### src/hdl/hkrt_pkg.sv
// hkrt_pkg: shared types, codes and defaults for the hall key rapid trigger block
// used by every module under hdl; depends on nothing
`timescale 1ns / 1ps
`default_nettype none

package hkrt_pkg;

  localparam int KeysDefault          = 128;
  localparam int ScansAveragedDefault = 3;

  localparam int LevelW  = 12;
  localparam int KeyW    = 7;
  localparam int SumW    = 14;
  localparam int CfgIdxW = 3;

  localparam logic [LevelW-1:0] LevelMax = '1;

  localparam logic [LevelW-1:0] ActuationReset  = 12'd500;
  localparam logic [LevelW-1:0] TopDzReset      = 12'd60;
  localparam logic [LevelW-1:0] BottomDzReset   = 12'd880;
  localparam logic [LevelW-1:0] PressSensReset  = 12'd40;
  localparam logic [LevelW-1:0] ReleaseSensReset = 12'd40;

  localparam logic [CfgIdxW-1:0] RegActuation   = 3'd0;
  localparam logic [CfgIdxW-1:0] RegTopDz       = 3'd1;
  localparam logic [CfgIdxW-1:0] RegBottomDz    = 3'd2;
  localparam logic [CfgIdxW-1:0] RegPressSens   = 3'd3;
  localparam logic [CfgIdxW-1:0] RegReleaseSens = 3'd4;

  localparam logic OpCalibrate = 1'b0;
  localparam logic OpProcess   = 1'b1;

  typedef enum logic [1:0] {
    ST_CLEAR,
    ST_IDLE,
    ST_EXEC
  } state_e;

  typedef struct packed {
    logic [LevelW-1:0] press_point;
    logic [LevelW-1:0] rest_zone;
    logic [LevelW-1:0] stroke_limit;
    logic [LevelW-1:0] press_sensitivity;
    logic [LevelW-1:0] release_sensitivity;
  } cfg_t;

  typedef struct packed {
    logic [LevelW-1:0] idle_level;
    logic [LevelW-1:0] peak_travel;
    logic [LevelW-1:0] valley_travel;
    logic              key_down;
    logic              rapid_active;
  } key_state_t;

  typedef struct packed {
    key_state_t st;
    logic       wr;
    logic       pressed;
    logic       changed;
  } upd_t;

endpackage

`default_nettype wire

### src/hdl/hkrt_cfg_regs.sv
// hkrt_cfg_regs: configuration register file written over the cfg channel
// depends on hkrt_pkg
`timescale 1ns / 1ps
`default_nettype none

module hkrt_cfg_regs (
  input  wire logic                        clk_i,
  input  wire logic                        rst_ni,
  input  wire logic                        wr_en_i,
  input  wire logic [hkrt_pkg::CfgIdxW-1:0] wr_index_i,
  input  wire logic [hkrt_pkg::LevelW-1:0]  wr_data_i,
  output hkrt_pkg::cfg_t                   cfg_o
);

  hkrt_pkg::cfg_t cfg_q, cfg_d;

  always_comb begin
    cfg_d = cfg_q;
    if (wr_en_i) begin
      unique case (wr_index_i)
        hkrt_pkg::RegActuation:   cfg_d.press_point         = wr_data_i;
        hkrt_pkg::RegTopDz:       cfg_d.rest_zone           = wr_data_i;
        hkrt_pkg::RegBottomDz:    cfg_d.stroke_limit        = wr_data_i;
        hkrt_pkg::RegPressSens:   cfg_d.press_sensitivity   = wr_data_i;
        hkrt_pkg::RegReleaseSens: cfg_d.release_sensitivity = wr_data_i;
        default:                  cfg_d = cfg_q;
      endcase
    end
  end

  always_ff @(posedge clk_i or negedge rst_ni) begin
    if (!rst_ni) begin
      cfg_q.press_point         <= hkrt_pkg::ActuationReset;
      cfg_q.rest_zone           <= hkrt_pkg::TopDzReset;
      cfg_q.stroke_limit        <= hkrt_pkg::BottomDzReset;
      cfg_q.press_sensitivity   <= hkrt_pkg::PressSensReset;
      cfg_q.release_sensitivity <= hkrt_pkg::ReleaseSensReset;
    end else begin
      cfg_q <= cfg_d;
    end
  end

  assign cfg_o = cfg_q;

endmodule

`default_nettype wire

### src/hdl/hkrt_avg.sv
// hkrt_avg: registered average of the scan sum, reciprocal multiply by 1/SCANS_AVERAGED
// depends on hkrt_pkg
`timescale 1ns / 1ps
`default_nettype none

module hkrt_avg #(
  parameter int SCANS_AVERAGED = hkrt_pkg::ScansAveragedDefault
) (
  input  wire logic                      clk_i,
  input  wire logic                      en_i,
  input  wire logic [hkrt_pkg::SumW-1:0] sum_i,
  output logic      [hkrt_pkg::SumW-1:0] avg_o
);

  // exact for every 14-bit sum while the divisor stays at or below 16
  localparam int Shift  = hkrt_pkg::SumW + 4;
  localparam int RecipW = Shift + 1;
  localparam int Recip  = (2 ** Shift + SCANS_AVERAGED - 1) / SCANS_AVERAGED;
  localparam int ProdW  = hkrt_pkg::SumW + RecipW;

  logic [RecipW-1:0]         recip;
  logic [ProdW-1:0]          prod;
  logic [hkrt_pkg::SumW-1:0] avg_q;

  assign recip = RecipW'(Recip);
  assign prod  = {{RecipW{1'b0}}, sum_i} * {{hkrt_pkg::SumW{1'b0}}, recip};

  always_ff @(posedge clk_i) begin
    if (en_i) begin
      avg_q <= prod[Shift +: hkrt_pkg::SumW];
    end
  end

  assign avg_o = avg_q;

endmodule

`default_nettype wire

### src/hdl/hkrt_state_mem.sv
// hkrt_state_mem: per-key state memory, one write and one registered read port
// depends on hkrt_pkg
`timescale 1ns / 1ps
`default_nettype none

module hkrt_state_mem #(
  parameter int KEYS = hkrt_pkg::KeysDefault,
  parameter int AW   = $clog2(KEYS)
) (
  input  wire logic                clk_i,
  input  wire logic                rd_en_i,
  input  wire logic [AW-1:0]       rd_addr_i,
  output hkrt_pkg::key_state_t     rd_data_o,
  input  wire logic                wr_en_i,
  input  wire logic [AW-1:0]       wr_addr_i,
  input  wire hkrt_pkg::key_state_t wr_data_i
);

  hkrt_pkg::key_state_t mem_q [KEYS];
  hkrt_pkg::key_state_t rd_q;

  always_ff @(posedge clk_i) begin
    if (wr_en_i) begin
      mem_q[wr_addr_i] <= wr_data_i;
    end
  end

  always_ff @(posedge clk_i) begin
    if (rd_en_i) begin
      rd_q <= mem_q[rd_addr_i];
    end
  end

  assign rd_data_o = rd_q;

endmodule

`default_nettype wire

### src/hdl/hkrt_key_update.sv
// hkrt_key_update: calibrate and press/release rules for one key state word
// depends on hkrt_pkg
`timescale 1ns / 1ps
`default_nettype none

module hkrt_key_update (
  input  wire logic                      op_i,
  input  wire logic                      in_range_i,
  input  wire logic [hkrt_pkg::SumW-1:0] avg_i,
  input  wire hkrt_pkg::key_state_t      st_i,
  input  wire hkrt_pkg::cfg_t            cfg_i,
  output hkrt_pkg::upd_t                 upd_o
);

  localparam int LW = hkrt_pkg::LevelW;

  logic [hkrt_pkg::SumW-1:0] idle_ext;
  logic [hkrt_pkg::SumW-1:0] diff;
  logic [LW-1:0]             travel;
  logic [LW-1:0]             tc;
  logic [LW-1:0]             valley;
  logic [LW-1:0]             peak;
  logic [LW:0]               trig;
  hkrt_pkg::key_state_t      nx;

  assign idle_ext = {{(hkrt_pkg::SumW - LW){1'b0}}, st_i.idle_level};
  assign diff     = idle_ext - avg_i;
  assign travel   = (idle_ext > avg_i) ? diff[LW-1:0] : '0;
  assign tc       = (travel > cfg_i.stroke_limit) ? cfg_i.stroke_limit : travel;
  assign valley   = (tc < st_i.valley_travel) ? tc : st_i.valley_travel;
  assign peak     = (tc > st_i.peak_travel) ? tc : st_i.peak_travel;
  assign trig     = st_i.rapid_active ?
                    ({1'b0, valley} + {1'b0, cfg_i.press_sensitivity}) :
                    {1'b0, cfg_i.press_point};

  always_comb begin
    nx = st_i;
    if (op_i == hkrt_pkg::OpCalibrate) begin
      nx.idle_level    = (avg_i > hkrt_pkg::SumW'(hkrt_pkg::LevelMax)) ?
                         hkrt_pkg::LevelMax : avg_i[LW-1:0];
      nx.peak_travel   = '0;
      nx.valley_travel = '0;
      nx.key_down      = 1'b0;
      nx.rapid_active  = 1'b0;
    end else if (travel < cfg_i.rest_zone) begin
      nx.peak_travel   = '0;
      nx.valley_travel = '0;
      nx.key_down      = 1'b0;
      nx.rapid_active  = 1'b0;
    end else if (!st_i.key_down) begin
      nx.valley_travel = valley;
      if ({1'b0, tc} >= trig) begin
        nx.key_down     = 1'b1;
        nx.rapid_active = 1'b1;
        nx.peak_travel  = tc;
      end
    end else begin
      nx.peak_travel = peak;
      if ((peak < cfg_i.release_sensitivity) ||
          (tc <= (peak - cfg_i.release_sensitivity))) begin
        nx.key_down      = 1'b0;
        nx.valley_travel = tc;
      end
    end
  end

  always_comb begin
    upd_o.st      = nx;
    upd_o.wr      = in_range_i;
    upd_o.pressed = 1'b0;
    upd_o.changed = 1'b0;
    if (in_range_i) begin
      if (op_i == hkrt_pkg::OpCalibrate) begin
        upd_o.changed = st_i.key_down;
      end else begin
        upd_o.pressed = nx.key_down;
        upd_o.changed = nx.key_down ^ st_i.key_down;
      end
    end
  end

endmodule

`default_nettype wire

### src/hdl/hall_key_rapid_trigger.sv
// Hall key rapid trigger engine. Each item carries a key index and the sum of
// SCANS_AVERAGED ADC scans and returns one result: the key's pressed state and a
// changed flag. In the cycle an item is accepted its state word is read from the state
// memory and the scan average is formed; in the execute state, once the output register
// is free, the state is updated, written back and the result loaded into the output
// register. Each item is a single read-modify-write on the state memory, so no new item
// is taken before it is done. After reset the block clears the state memory, one key per
// cycle, and holds in_stall_o high meanwhile; configuration writes are taken at any time.
`timescale 1ns / 1ps
`default_nettype none

module hall_key_rapid_trigger #(
  parameter int KEYS           = hkrt_pkg::KeysDefault,
  parameter int SCANS_AVERAGED = hkrt_pkg::ScansAveragedDefault
) (
  input  wire logic                         clk_i,
  input  wire logic                         rst_ni,
  input  wire logic                         in_valid_i,
  output logic                              in_stall_o,
  input  wire logic                         op_i,
  input  wire logic [hkrt_pkg::KeyW-1:0]    key_index_i,
  input  wire logic [hkrt_pkg::SumW-1:0]    sample_sum_i,
  output logic                              out_valid_o,
  input  wire logic                         out_stall_i,
  output logic      [hkrt_pkg::KeyW-1:0]    key_number_o,
  output logic                              pressed_o,
  output logic                              changed_o,
  input  wire logic                         cfg_valid_i,
  output logic                              cfg_ready_o,
  input  wire logic [hkrt_pkg::CfgIdxW-1:0] cfg_index_i,
  input  wire logic [hkrt_pkg::LevelW-1:0]  cfg_data_i
);

  localparam int AW = (KEYS > 1) ? $clog2(KEYS) : 1;

  hkrt_pkg::state_e          state_q, state_d;
  logic [AW-1:0]             clr_cnt_q, clr_cnt_d;
  logic                      op_q;
  logic [hkrt_pkg::KeyW-1:0] key_q;
  logic                      in_range_q;
  logic                      out_valid_q, out_valid_d;
  logic [hkrt_pkg::KeyW-1:0] out_key_q;
  logic                      out_pressed_q;
  logic                      out_changed_q;

  logic                      in_xfer;
  logic                      out_free;
  logic                      exec_go;
  logic                      mem_wr_en;
  logic [AW-1:0]             mem_wr_addr;
  hkrt_pkg::key_state_t      mem_wr_data;
  hkrt_pkg::key_state_t      rd_state;
  logic [hkrt_pkg::SumW-1:0] avg;
  hkrt_pkg::cfg_t            cfg;
  hkrt_pkg::upd_t            upd;

  assign cfg_ready_o = 1'b1;

  hkrt_cfg_regs u_cfg (
    .clk_i      (clk_i),
    .rst_ni     (rst_ni),
    .wr_en_i    (cfg_valid_i & cfg_ready_o),
    .wr_index_i (cfg_index_i),
    .wr_data_i  (cfg_data_i),
    .cfg_o      (cfg)
  );

  assign in_stall_o = (state_q != hkrt_pkg::ST_IDLE);
  assign in_xfer    = in_valid_i & ~in_stall_o;
  assign out_free   = ~out_valid_q | ~out_stall_i;
  assign exec_go    = (state_q == hkrt_pkg::ST_EXEC) & out_free;

  hkrt_avg #(
    .SCANS_AVERAGED (SCANS_AVERAGED)
  ) u_avg (
    .clk_i (clk_i),
    .en_i  (in_xfer),
    .sum_i (sample_sum_i),
    .avg_o (avg)
  );

  hkrt_state_mem #(
    .KEYS (KEYS),
    .AW   (AW)
  ) u_mem (
    .clk_i     (clk_i),
    .rd_en_i   (in_xfer),
    .rd_addr_i (AW'(key_index_i)),
    .rd_data_o (rd_state),
    .wr_en_i   (mem_wr_en),
    .wr_addr_i (mem_wr_addr),
    .wr_data_i (mem_wr_data)
  );

  hkrt_key_update u_upd (
    .op_i       (op_q),
    .in_range_i (in_range_q),
    .avg_i      (avg),
    .st_i       (rd_state),
    .cfg_i      (cfg),
    .upd_o      (upd)
  );

  // clearing pass writes zero words, otherwise write back the updated key
  always_comb begin
    if (state_q == hkrt_pkg::ST_CLEAR) begin
      mem_wr_en   = 1'b1;
      mem_wr_addr = clr_cnt_q;
      mem_wr_data = '0;
    end else begin
      mem_wr_en   = exec_go & upd.wr;
      mem_wr_addr = AW'(key_q);
      mem_wr_data = upd.st;
    end
  end

  always_comb begin
    state_d     = state_q;
    clr_cnt_d   = clr_cnt_q;
    out_valid_d = out_valid_q & out_stall_i;
    unique case (state_q)
      hkrt_pkg::ST_CLEAR: begin
        clr_cnt_d = clr_cnt_q + 1'b1;
        if (clr_cnt_q == AW'(KEYS - 1)) begin
          state_d = hkrt_pkg::ST_IDLE;
        end
      end
      hkrt_pkg::ST_IDLE: begin
        if (in_xfer) begin
          state_d = hkrt_pkg::ST_EXEC;
        end
      end
      hkrt_pkg::ST_EXEC: begin
        if (out_free) begin
          out_valid_d = 1'b1;
          state_d     = hkrt_pkg::ST_IDLE;
        end
      end
      default: state_d = hkrt_pkg::ST_CLEAR;
    endcase
  end

  always_ff @(posedge clk_i or negedge rst_ni) begin
    if (!rst_ni) begin
      state_q     <= hkrt_pkg::ST_CLEAR;
      clr_cnt_q   <= '0;
      out_valid_q <= 1'b0;
    end else begin
      state_q     <= state_d;
      clr_cnt_q   <= clr_cnt_d;
      out_valid_q <= out_valid_d;
    end
  end

  always_ff @(posedge clk_i) begin
    if (in_xfer) begin
      op_q       <= op_i;
      key_q      <= key_index_i;
      in_range_q <= (32'(key_index_i) < 32'(KEYS));
    end
  end

  always_ff @(posedge clk_i) begin
    if (exec_go) begin
      out_key_q     <= key_q;
      out_pressed_q <= upd.pressed;
      out_changed_q <= upd.changed;
    end
  end

  assign out_valid_o  = out_valid_q;
  assign key_number_o = out_key_q;
  assign pressed_o    = out_pressed_q;
  assign changed_o    = out_changed_q;

  a_accept_to_exec: assert property (@(posedge clk_i) disable iff (!rst_ni)
    in_xfer |=> (state_q == hkrt_pkg::ST_EXEC))
    else $error("accepted transfer did not enter execute");

  a_exec_loads_out: assert property (@(posedge clk_i) disable iff (!rst_ni)
    exec_go |=> out_valid_q)
    else $error("execute did not load the output register");

  a_no_write_outside: assert property (@(posedge clk_i) disable iff (!rst_ni)
    mem_wr_en |-> ((state_q == hkrt_pkg::ST_CLEAR) || exec_go))
    else $error("state memory written outside clear or execute");

  a_out_of_range_quiet: assert property (@(posedge clk_i) disable iff (!rst_ni)
    (exec_go && !in_range_q) |-> (!upd.wr && !upd.pressed && !upd.changed))
    else $error("out of range key touched state or reported a press");

endmodule

`default_nettype wire

### config.mk
export PLATFORM = sky130hd
export DESIGN_NAME = hall_key_rapid_trigger
export DESIGN_NICKNAME = d
export VERILOG_FILES = /design/src/hdl/hkrt_pkg.sv /design/src/hdl/hkrt_cfg_regs.sv /design/src/hdl/hkrt_avg.sv /design/src/hdl/hkrt_state_mem.sv /design/src/hdl/hkrt_key_update.sv /design/src/hdl/hall_key_rapid_trigger.sv
export SDC_FILE = /design/constraint.sdc
export NUM_CORES = 2
export LEC_CHECK = 0
export BUFFER_PORTS_ARGS = -buffer_cell sky130_fd_sc_hd__buf_2
export CORE_MARGIN = 2
export CORE_UTILIZATION = 25
export DETAILED_ROUTE_END_ITERATION = 10
export SETUP_SLACK_MARGIN = 0.15
export SYNTH_ARGS = -nofsm -noshare
export SYNTH_HDL_FRONTEND = slang
export SYNTH_MEMORY_MAX_BITS = 65536
export SYNTH_SLANG_ARGS = --single-unit
### constraint.sdc
create_clock -name clk_i -period 28.9 [get_ports clk_i]
set_input_delay 5.78 -clock clk_i [delete_from_list [all_inputs] [get_ports clk_i]]
set_output_delay 5.78 -clock clk_i [all_outputs]
set_load 0.005 [all_outputs]
==> impl_metrics.toml <==
[cts]
clk_path_buf_depth = 4
cts.sinks = 5002
numCtsBuffers = 457
postCtsSetupBuffers = 0
cts_tree = "built"
cts.hold.buffers_added = 0
insertion_delay_ps = 1030
path_clk_slew_ps = 70
cts_root_buf = "clkbuf_16"
cts_resized = 0
htree_levels = 5

[sta]
finalHoldViolations = 0
rsz0062_at_grt = "false"
setup_viol = 0
max_freq_mhz = 80.49
period_minus_slack_ps = 12420
layout_setup_ws_ps = 16480
slew_headroom = 0.1473
worst_pin_slew_ps = 1273
tns_ps = 0
fin_skew_ps = 56.52
finalCritPeriodShare = 0.4299
slew_viol_final = 0

[worst_setup_path]
start_kind = "flip-flop"
worstPathMaxFanout = 100
worst-path-buf-inv = 4
critPathMaxStageDelay_ps = 920
path_class = "flip-flop to flip-flop"
required_ps = 29520
critical_path.top_delay_family = "compound AO/OA/AOI/OAI gates"
cp-end-kind = "flip-flop"
critPathSlowestCell = "buf_4"
critical_path_arrival_ps = 13050

[power]
p_int_mw = 12.60
power.share.clock = 0.363
peakVddDrop_mv = 0.05694
switching_share = 0.2530
cellPowerDensity_mw_per_mm2 = 74.09
power_leakage_nw = 73.62
seqPwrFrac = 0.509
switchingPower_mw = 4.269
power_mw = 16.87
power_frac_comb = 0.128

[die]
initial_core_util = 0.2504
dieArea_sq_mm = 0.7952
die_height_um = 891.7
design.core.area_sq_mm = 0.7868
num_rows = 326
io_pins = 54
die_w_um = 891.7

[cells_and_area]
mostFrequentLayoutCells = "4932 x edfxtp_1, 1596 x mux4_2, 463 x clkbuf_16"
synthToLayoutAreaGrowth_pct = 15.59
layout-drive-gt1-share = 0.3172
final_common_cell = "edfxtp_1"
num-nets-final = 8998
fin_area_sq_mm = 0.2277

[synthesis]
ys_types = 67
ys_seq_elements = 5002
synth_cells = 8306
synthFlopType = "edfxtp_1"
synthesis.area_sq_mm = 0.1970
synth_edf_count = 4932
syn_avg_cell_area_sq_um = 23.72
yosys_warnings = 0
async_flop_share = 0.01399
yosysSeqAreaShare = 0.7608
synth_fp_nets = 8609

[placed_design]
dp_slack_ps = 15780
gp_congestion = 0.7699
place_area_sq_mm = 0.2125
port_buffers = 52
dp_hpwl_um = 283000

[global_routing]
grt_start_max_net_pins = 139
grt_pass1_vias = 91660
grt_pass1_wl_um = 724300
grtUsageTotal = 0.1262
antenna_found_initial = 72
overflow = 0

[detailed_routing]
wl_per_cell_um = 26.51
drtPass1Iterations = 5
via_per_inst = 4.653
drc = 0
drt-total-wl_um = 521200
vias = 91490
antenna_left = 0
drt_iter0_drc = 12080

[status]
status = "finished clean"

[job]
maxCapViolations = 0

[worst_hold_path]
hp-class = "flip-flop to flip-flop"
## flip-flops by register name (all words and copies together), names as in the netlist
name,count
changed_o,1
clr_cnt_q,7
key_number_o,7
key_q,7
op_q,1
out_valid_o,1
pressed_o,1
state_q,2
u_avg.avg_o,13
u_cfg.cfg_o,60
u_mem.mem_q,4864
u_mem.rd_data_o,38
## layer usage
layer | global-route usage | wire [um] | vias up
li1 | - | - | 36390
met1 | 0.1734 | 214700 | 50600
met2 | 0.2040 | 248100 | 3866
met3 | 0.02332 | 42190 | 615
met4 | 0.03843 | 16060 | 18
met5 | 0 | 124 | -
## power groups by stage
stage	registers [mW]	clock network [mW]	logic, mW
2_1_floorplan	8.73	0	1.22
6_report	8.58	6.12	2.17
5_1_grt	8.60	6.50	2.33
4_1_cts	8.58	6.23	2.19
3_3_place_gp	8.72	0	2.16
3_5_place_dp	8.74	0	2.18
## logic make-up after synthesis
kind of cell             Yosys count  synth area share
AO/OA/AOI/OAI                    276          0.008904
adder cells (fa/ha/maj)          262           0.01887
multiplexers                    1688            0.1876
flip-flops                      5002            0.7608
buffers and inverters            576           0.01158
AND/OR/NAND/NOR                  458           0.01033
other                              1        0.00001903
XOR/XNOR                          43          0.001912
## layout make-up
cell class	count	area [sq um]
flip-flops and latches	5002	149900
clock inverters	320	3203
repair buffers	335	2536
inverters	171	641.9
clock buffers	534	11850
well taps	10500	13130
diodes	75	187.7
fillers	75690	559100
multi-input cells	2728	46290
## cells in the mapped netlist (12+ instances only)
library cell,number,share of area
o21ai_0,70,0.0018
fa_1,59,0.0060
nor3_1,17,0.00043
mux2i_1,12,0.00061
nand4_1,25,0.00079
o31ai_1,14,0.00053
xor2_1,13,0.00058
buf_2,76,0.0019
ha_1,202,0.013
a21oi_1,65,0.0017
inv_1,170,0.0032
dfstp_2,19,0.0025
o21ai_1,20,0.00051
nand2_1,110,0.0021
o21a_1,12,0.00046
xnor2_1,30,0.0013
dfrtp_1,51,0.0065
nor2_1,208,0.0040
a21o_1,35,0.0013
buf_1,96,0.0018
nand2b_1,22,0.00070
edfxtp_1,4932,0.75
mux2_2,80,0.0046
nand3_1,32,0.00081
mux4_2,1596,0.18
clkbuf_1,228,0.0043
## per-stage QoR
stage	hold slack [ps]	utilization	cells
final	509.5	0.2894	19660
after detailed placement	494.1	0.2700	18730
after CTS	509.6	0.2892	19590
after global placement	495.7	0.2700	18730
after floorplan	445.0	-	8306
after global routing	529.5	0.2893	19620
## worst register-to-register path, delay by kind of cell (launching register included)
kind	cells	cell delay [ps]
XOR/XNOR	2	330
buffers and inverters	4	1370
AO/OA/AOI/OAI	26	5300
AND/OR/NAND/NOR	9	2030
flip-flops	1	360
multiplexers	2	630
adder cells (fa/ha/maj)	6	1890
## final timing paths
path	start	end	slack, ps	cells after the start
setup / recovery	u_mem.rd_data_o[26]	u_mem.mem_q[100][18]	16480	49
hold reg to reg	u_cfg.cfg_o[59]	u_cfg.cfg_o[59]	510	1
hold / removal	u_cfg.cfg_o[59]	u_cfg.cfg_o[59]	510	1
setup reg to reg	u_mem.rd_data_o[26]	u_mem.mem_q[100][18]	16480	49
min in group asynchronous	rst_ni	u_cfg.cfg_o[2]	4670	1
max in group asynchronous	rst_ni	u_cfg.cfg_o[35]	23150	2
Power figures use the tool's default switching activity.
